==> config.mk <==
export PLATFORM = sky130hd
export DESIGN_NAME = ahgf_queue
export DESIGN_NICKNAME = d
export VERILOG_FILES = /design/src/rtl/core/ahgf_pkg.sv /design/src/rtl/core/ahgf_queue.sv
export SDC_FILE = /design/constraint.sdc
export NUM_CORES = 2
export LEC_CHECK = 0
export BUFFER_PORTS_ARGS = -buffer_cell sky130_fd_sc_hd__buf_4
export CORE_AREA = 2 2 596 598
export DETAILED_ROUTE_END_ITERATION = 7
export DIE_AREA = 0 0 598 600
export GPL_ROUTABILITY_DRIVEN = 0
export MAX_ROUTING_LAYER = met4
export PLACE_DENSITY = 0.59
export SLEW_MARGIN = 30
export SYNTH_ARGS = -nofsm -noshare
export SYNTH_HDL_FRONTEND = slang
export SYNTH_SLANG_ARGS = --single-unit
==> constraint.sdc <==
create_clock -name i_clk -period 28.9 [get_ports i_clk]
set_input_delay 5.78 -clock i_clk [delete_from_list [all_inputs] [get_ports i_clk]]
set_output_delay 5.78 -clock i_clk [all_outputs]
set_load 0.03 [all_outputs]
==> src/rtl/core/ahgf_pkg.sv <==
`timescale 1ns / 1ps
// Shared widths, the queue word type and output saturation for the geometric factor block.
package ahgf_pkg;

    localparam int W_IN   = 32;              // Q16.16 coordinate
    localparam int W_D    = W_IN + 1;        // edge difference
    localparam int W_P1   = 2 * W_D;         // product of two differences
    localparam int W_COF  = W_P1 + 1;        // cofactor
    localparam int W_P2   = W_D + W_COF;     // difference times cofactor
    localparam int W_DET  = W_P2 + 2;        // determinant, signed
    localparam int W_MAG  = W_DET - 1;       // determinant magnitude
    localparam int W_P3   = 2 * W_COF;       // cofactor times cofactor
    localparam int W_DOT  = W_P3 + 2;        // dot product of two cofactor rows
    localparam int W_NUM  = W_DOT + 1;       // rounded dividend
    localparam int W_DEN  = W_MAG + 1;       // divisor, twice the magnitude
    localparam int W_OUT  = 64;
    localparam int W_Q    = W_OUT;           // quotient bits kept before saturation
    localparam int W_CMP  = W_DEN + W_Q + 1; // shifted divisor compare width
    localparam int NG     = 6;               // number of geometric factors

    // The determinant carries 48 fraction bits; the shift by 35 leaves 13 at the output.
    localparam int J_SHIFT = 35;
    localparam int W_JQ    = W_MAG + 1 - J_SHIFT;
    localparam logic [W_MAG:0] J_HALF = (W_MAG + 1)'(1) << (J_SHIFT - 1);

    localparam logic [W_OUT-1:0] S_MAX = {1'b0, {(W_OUT - 1){1'b1}}};
    localparam logic [W_OUT-1:0] S_MIN = {1'b1, {(W_OUT - 1){1'b0}}};

    typedef logic [W_COF-1:0] t_cof;

    typedef struct packed {
        t_cof [8:0]        cof;
        logic [W_MAG-1:0]  mag;
        logic [W_OUT-1:0]  jac;
        logic              bad;
    } t_front_word;

    // Sign and magnitude to saturated two's complement.
    function automatic logic [W_OUT-1:0] sat64(input logic neg, input logic ovf,
                                               input logic [W_OUT-1:0] mag);
        logic [W_OUT-1:0] res;
        if (ovf) begin
            res = neg ? S_MIN : S_MAX;
        end else if (neg) begin
            res = (mag > S_MIN) ? S_MIN : (~mag + W_OUT'(1));
        end else begin
            res = mag[W_OUT-1] ? S_MAX : mag;
        end
        return res;
    endfunction

endpackage

==> src/rtl/core/ahgf_queue.sv <==
`timescale 1ns / 1ps
// Short queue of classified element words between the front and back pipelines.
module ahgf_queue import ahgf_pkg::*; #(
    parameter int DEPTH = 4
) (
    input  logic         i_clk,
    input  logic         i_rst_n,
    input  logic         i_push,
    input  t_front_word  i_word,
    output logic         o_full,
    input  logic         i_pop,
    output t_front_word  o_word,
    output logic         o_empty
);
    localparam int AW = (DEPTH > 1) ? $clog2(DEPTH) : 1;
    localparam int CW = $clog2(DEPTH + 1);

    t_front_word    r_mem [DEPTH];
    logic [AW-1:0]  r_wr;
    logic [AW-1:0]  r_rd;
    logic [CW-1:0]  r_cnt;

    assign o_full  = (r_cnt == CW'(DEPTH));
    assign o_empty = (r_cnt == '0);
    assign o_word  = r_mem[r_rd];

    always_ff @(posedge i_clk) begin
        if (!i_rst_n) begin
            r_wr  <= '0;
            r_rd  <= '0;
            r_cnt <= '0;
        end else begin
            if (i_push) begin
                r_wr <= (r_wr == AW'(DEPTH - 1)) ? '0 : r_wr + AW'(1);
            end
            if (i_pop) begin
                r_rd <= (r_rd == AW'(DEPTH - 1)) ? '0 : r_rd + AW'(1);
            end
            r_cnt <= r_cnt + CW'(i_push) - CW'(i_pop);
        end
    end

    always_ff @(posedge i_clk) begin
        if (i_push) begin
            r_mem[r_wr] <= i_word;
        end
    end

    a_no_overrun: assert property (@(posedge i_clk) disable iff (!i_rst_n)
        i_push |-> (r_cnt < CW'(DEPTH)))
        else $error("word written into a full queue");
    a_no_underrun: assert property (@(posedge i_clk) disable iff (!i_rst_n)
        i_pop |-> (r_cnt != '0))
        else $error("word taken from an empty queue");
    a_count_up: assert property (@(posedge i_clk) disable iff (!i_rst_n)
        (i_push && !i_pop) |=> (r_cnt == $past(r_cnt) + CW'(1)))
        else $error("queue count did not follow a write");
endmodule

== Word level (Yosys, flattened, before mapping) ==
Memories as Yosys holds them, arrays and structs flattened. A register that Yosys moved wholly into a read port is not among the register bits.
Index checks and enable logic that the tools add are counted.

* Input port bits: 773
* Output and inout port bits: 771
* Memories kept: 1
* Memory bits (writable): 3076
* Word-level logic and storage cells: 18
* Flip-flop bits (word level): 7

* Equal/unequal tests: 3
* Add/sub/neg operators: 4
* Reduce and logical (&&, ||, !) cells: 1
* Muxes and demuxes: 6

{| class="wikitable"
|+ Memories
! name !! words !! width !! read ports !! clocked after memory_dff !! wr ports !! RTL line !! source
|-
| r_mem || 4 || 769 || 1 || 1 || 1 || ahgf_queue.sv:18 || <nowiki>t_front_word r_mem [DEPTH];</nowiki>
|}

{| class="wikitable"
|+ Operators with widths
! operator !! number
|-
| 2-bit two-way mux || 4
|-
| 2-bit by 1-bit adder with 2-bit output, second input constant || 2
|-
| 2-bit == test, second input constant || 2
|-
| 3-bit by 1-bit adder with 3-bit output || 1
|-
| 3-bit == test, second input constant || 1
|-
| 3-bit zero test || 1
|-
| 3-bit by 1-bit subtractor with 3-bit output || 1
|-
| 1-bit two-way mux || 2
|}

== Depth between registers and ports, before layout ==
* Depth after elaboration: 4
* Gate-level depth with buffers: 7
* Mapped depth without buffers: 7

== Least setup slack after synthesis ==
OpenSTA, ideal clock, no wires.

* Path type: input -> register
* From: input port i_push
* To: memory r_mem[0][0] in the netlist's numbering, enable pin
* Arrival: 22.999 ns
* Stages on the path: 1
* Buffers on the path: 0
* Library setup time: 1.235 ns
* Slack: 4.666 ns
* Required time: 27.665 ns
* Cell sequence: and2_1

* Cells in the longest elaborated chain, start to end: 2

{| class="wikitable"
|+ RTL lines
! element !! RTL line !! source
|-
| from (decl) || ahgf_queue.sv:8 || <nowiki>input logic i_push,</nowiki>
|-
| 1-bit two-way mux || ahgf_queue.sv:44 || <nowiki>if (i_push) begin</nowiki>
|-
| 1-bit two-way mux (implied by the code) || ahgf_queue.sv:45 || <nowiki>r_mem[r_wr] <= i_word;</nowiki>
|-
| to (decl) || ahgf_queue.sv:18 ||
|}

Every way passes these cells.

==> impl_metrics.csv <==
group,metric,value,unit
critical_path,ff2ff_path_depth,8,
critical_path,cpMostUsedCell,"buf_4",
global_route,overflow,0,
pwr,p_leak,0.0456,uW
synth,synthTopCellsByArea,"edfxtp_1, mux4_2, buf_6, buf_2, dfxtp_1",
worst_hold_path,holdPathEnd,"r_wr[0]",
final_layout,drive_above_1_share,0.467,
critical_path,critical_path_class,"register to output pin",
critical_path,r2r_slack,22.73,ns
route,vias_per_cell,4.86,
floorplanning,die_height,600,um
sta,setup_viol,0,
global_route,grt_start_max_net_pins,119,
global_route,grt_usage,0.178,
sta,finalMaxSlewViolations,0,
sta,setup_ws,16.10,ns
cts,clock-sinks,3085,
final_layout,nFillCells,30997,
status,outcome,"completed",
critical_path,r2r-start,"r_wr[0]",
route,wl_per_cell,29.6,um
sta,fmax,78.1,MHz
critical_path,crit_arrival,7.02,ns
floorplanning,core_area,352000,sq um
sta,slew_headroom,0.328,
cts,post_cts_resized,0,
synth,yosys.area.top_type,"edfxtp_1",
sta,min_period_over_period,0.443,
synth,netlist_instances,4061,
critical_path,cp.required,23.12,ns
sta,finalSetupTns,0,ns
pwr,p_per_area,74.8,nW/um^2
place,dp_hpwl,226000,um
cts,clk_latency,0.89,ns
floorplanning,row_count,218,
synth,mappedNetlistNets,4842,
sta,worst_clock_skew,0.0504,ns
worst_hold_path,hold_class,"register to register",
route,vias,52541,
floorplanning,die_x,598,um
sta,timing.final.crit_period,12.80,ns
critical_path,crit_buf_inv,7,
route,dr.pass1.iters,5,
critical_path,start_kind,"register",
critical_path,worst-path-max-fanout,58,
global_route,grt_pass1_vias,53468,
critical_path,critPathTopFamily,"buffers and inverters",
cts,cts.htree.levels,5,
final_layout,syn_to_final_growth,24.7,%
synth,syn_area_per_cell,27.4,sq um
cts,cts_tree,"yes",
critical_path,critical-path-slowest-cell,"dfxtp_4",
worst_hold_path,hold_depth,2,
sta,rsz0062_at_grt,"false",
route,drtIter0Drc,4915,
synth,yosysSeqAreaShare,0.831,
sta,worst_slew_pin_slew,1.01,ns
place,dpl_worst_slack,16.79,ns
critical_path,r2r_end,"r_mem[3][291]",
synth,yosysWarnings,0,
final_layout,fin_nets,6633,
place,io_buffers,1543,
worst_hold_path,holdCritStartpoint,"r_wr[0]",
synth,yosysTopAreaCellShare,0.829,
global_route,grt_pass1_wl,434000,um
cts,clockBufferDepth,4,
sta,hold_viol,0,
critical_path,endpoint_kind,"output pin",
flow_run,cap_viol_max_count,0,
cts,ctsRootBufferMaster,"clkbuf_16",
floorplanning,ios,1544,
cts,post_cts_buffers,0,
floorplanning,fp.dieArea,359000,sq um
cts,clk_pin_slew,0.06,ns
floorplanning,floorplan.initialDensity,0.316,
route,detail-route-antenna-nets,0,
synth,yosysUniqueCellTypes,20,
cts,numCtsBuffers,327,
route,totalWireLength,320000,um
critical_path,max_stage_delay,0.90,ns
pwr,vdd_drop_max,0.0588,mV
cts,cts-hold-fix-buffers,0,
synth,syn_area,111000,sq um
route,route.detailed.drc,0,
global_route,antenna_found_initial,133,
synth,ys_seq_elements,3085,
critical_path,worstPathCellList,"buf_4, buf_4, buf_4, buf_4, buf_4, buf_4, mux4_2, buf_4",
## power breakdown
| part | internal, uW | switching [uW] |
|---|---|---|
| clock | 2310 | 1710 |
| combinational | 455 | 759 |
| sequential | 5110 | 39.2 |
## how the worst max path moves through the flow
stage / start / slack [ns] / endpoint / cells past startpoint
global route: register / 15.79 / o_word[303] / 8
CTS: register / 15.90 / o_word[287] / 8
finish: register / 16.10 / o_word[303] / 8
floorplan: i_push / 4.67 / r_mem[0][0] / 1
global placement: i_push / 16.77 / r_mem[3][307] / 8
detailed placement: i_push / 16.79 / r_mem[3][584] / 8
## worst reg2reg max path, cell delays in order, from the launching register on
cell and delay [ns]:
dfxtp_1 0.40, ha_1 0.20, and2_4 0.65, buf_4 0.79, buf_4 0.65, buf_4 0.88
buf_6 0.71, buf_6 0.68, buf_4 0.77
## Yosys cell counts
cell type	count
nor3_1	1
buf_1	10
ha_1	7
clkbuf_1	12
or3b_2	2
mux2i_1	2
and3_1	1
edfxtp_1	3076
buf_4	12
dfxtp_1	9
a21oi_1	2
nand2b_1	2
and2_1	6
fa_1	1
buf_2	82
mux4_2	769
xor3_1	1
nor2_1	3
buf_6	56
inv_1	7
## kinds of logic after synthesis
group                      count (synthesis)  synth area share
DFF                                     3085             0.831
xor gates and xnor gates                   1          0.000213
buffers and inverters                    179            0.0111
and+or+nand+nor                           15          0.000809
adders and majority gates                  8          0.000966
AOI/OAI and AO/OA                          2         0.0000899
muxes                                    771             0.156
## registers in the layout, summed over array words and instances (netlist names), named ones only
| register | cells |
|---|---|
| r_mem | 3076 |
| r_cnt | 3 |
| r_wr | 2 |
| r_rd | 2 |
## stage by stage
step / std cells / util / cell area, sq um / power, uW / hold slack (ns)
4_1_cts: 10717 / 0.394 / 139000 / 10500 / 0.536
5_1_grt: 10807 / 0.395 / 139000 / 10700 / 0.557
6_report: 10820 / 0.395 / 139000 / 10400 / 0.540
2_1_floorplan: 4061 / - / 111000 / 6050 / 0.476
3_5_place_dp: 10141 / 0.365 / 128000 / 6480 / 0.525
3_3_place_gp: 10139 / 0.365 / 128000 / 6460 / 0.500
## area by class of cell
type	count	area, sq um	area share
Antenna cell	101	253	0.00182
Clock buffer	408	8610	0.0620
Clock inverter	168	1630	0.0118
Inverter	7	26.3	0.000189
Multi-Input combinational cell	797	17600	0.127
Sequential cell	3085	92600	0.666
Tap cell	4620	5780	0.0416
Timing Repair Buffer	1634	12400	0.0896
## cell usage in the layout, fill, tap and decap left out, types with 4 or more instances in the layout
cell        instances
clkinvlp_4          6
mux4_2            769
clkinv_16           6
ha_1                7
clkbuf_1           75
inv_16              6
inv_1               7
inv_6               8
buf_12              7
and2_4              4
buf_4            1616
clkinv_4            5
clkinv_2           51
diode_2           101
dfxtp_1             7
buf_6               8
bufinv_16          21
clkbuf_16         333
edfxtp_1         3076
clkinv_1           61
## per-layer routing
layer,GRT usage,part of all wire,vias to the layer above,wire length [um]
li1,-,-,21548,-
met1,0.208,0.38,28172,120000
met2,0.282,0.49,2283,157000
met3,0.0675,0.10,538,32800
met4,0.0571,0.031,0,9910
met5,-,0,-,0
No activity file was read; power rests on OpenSTA's default activity.
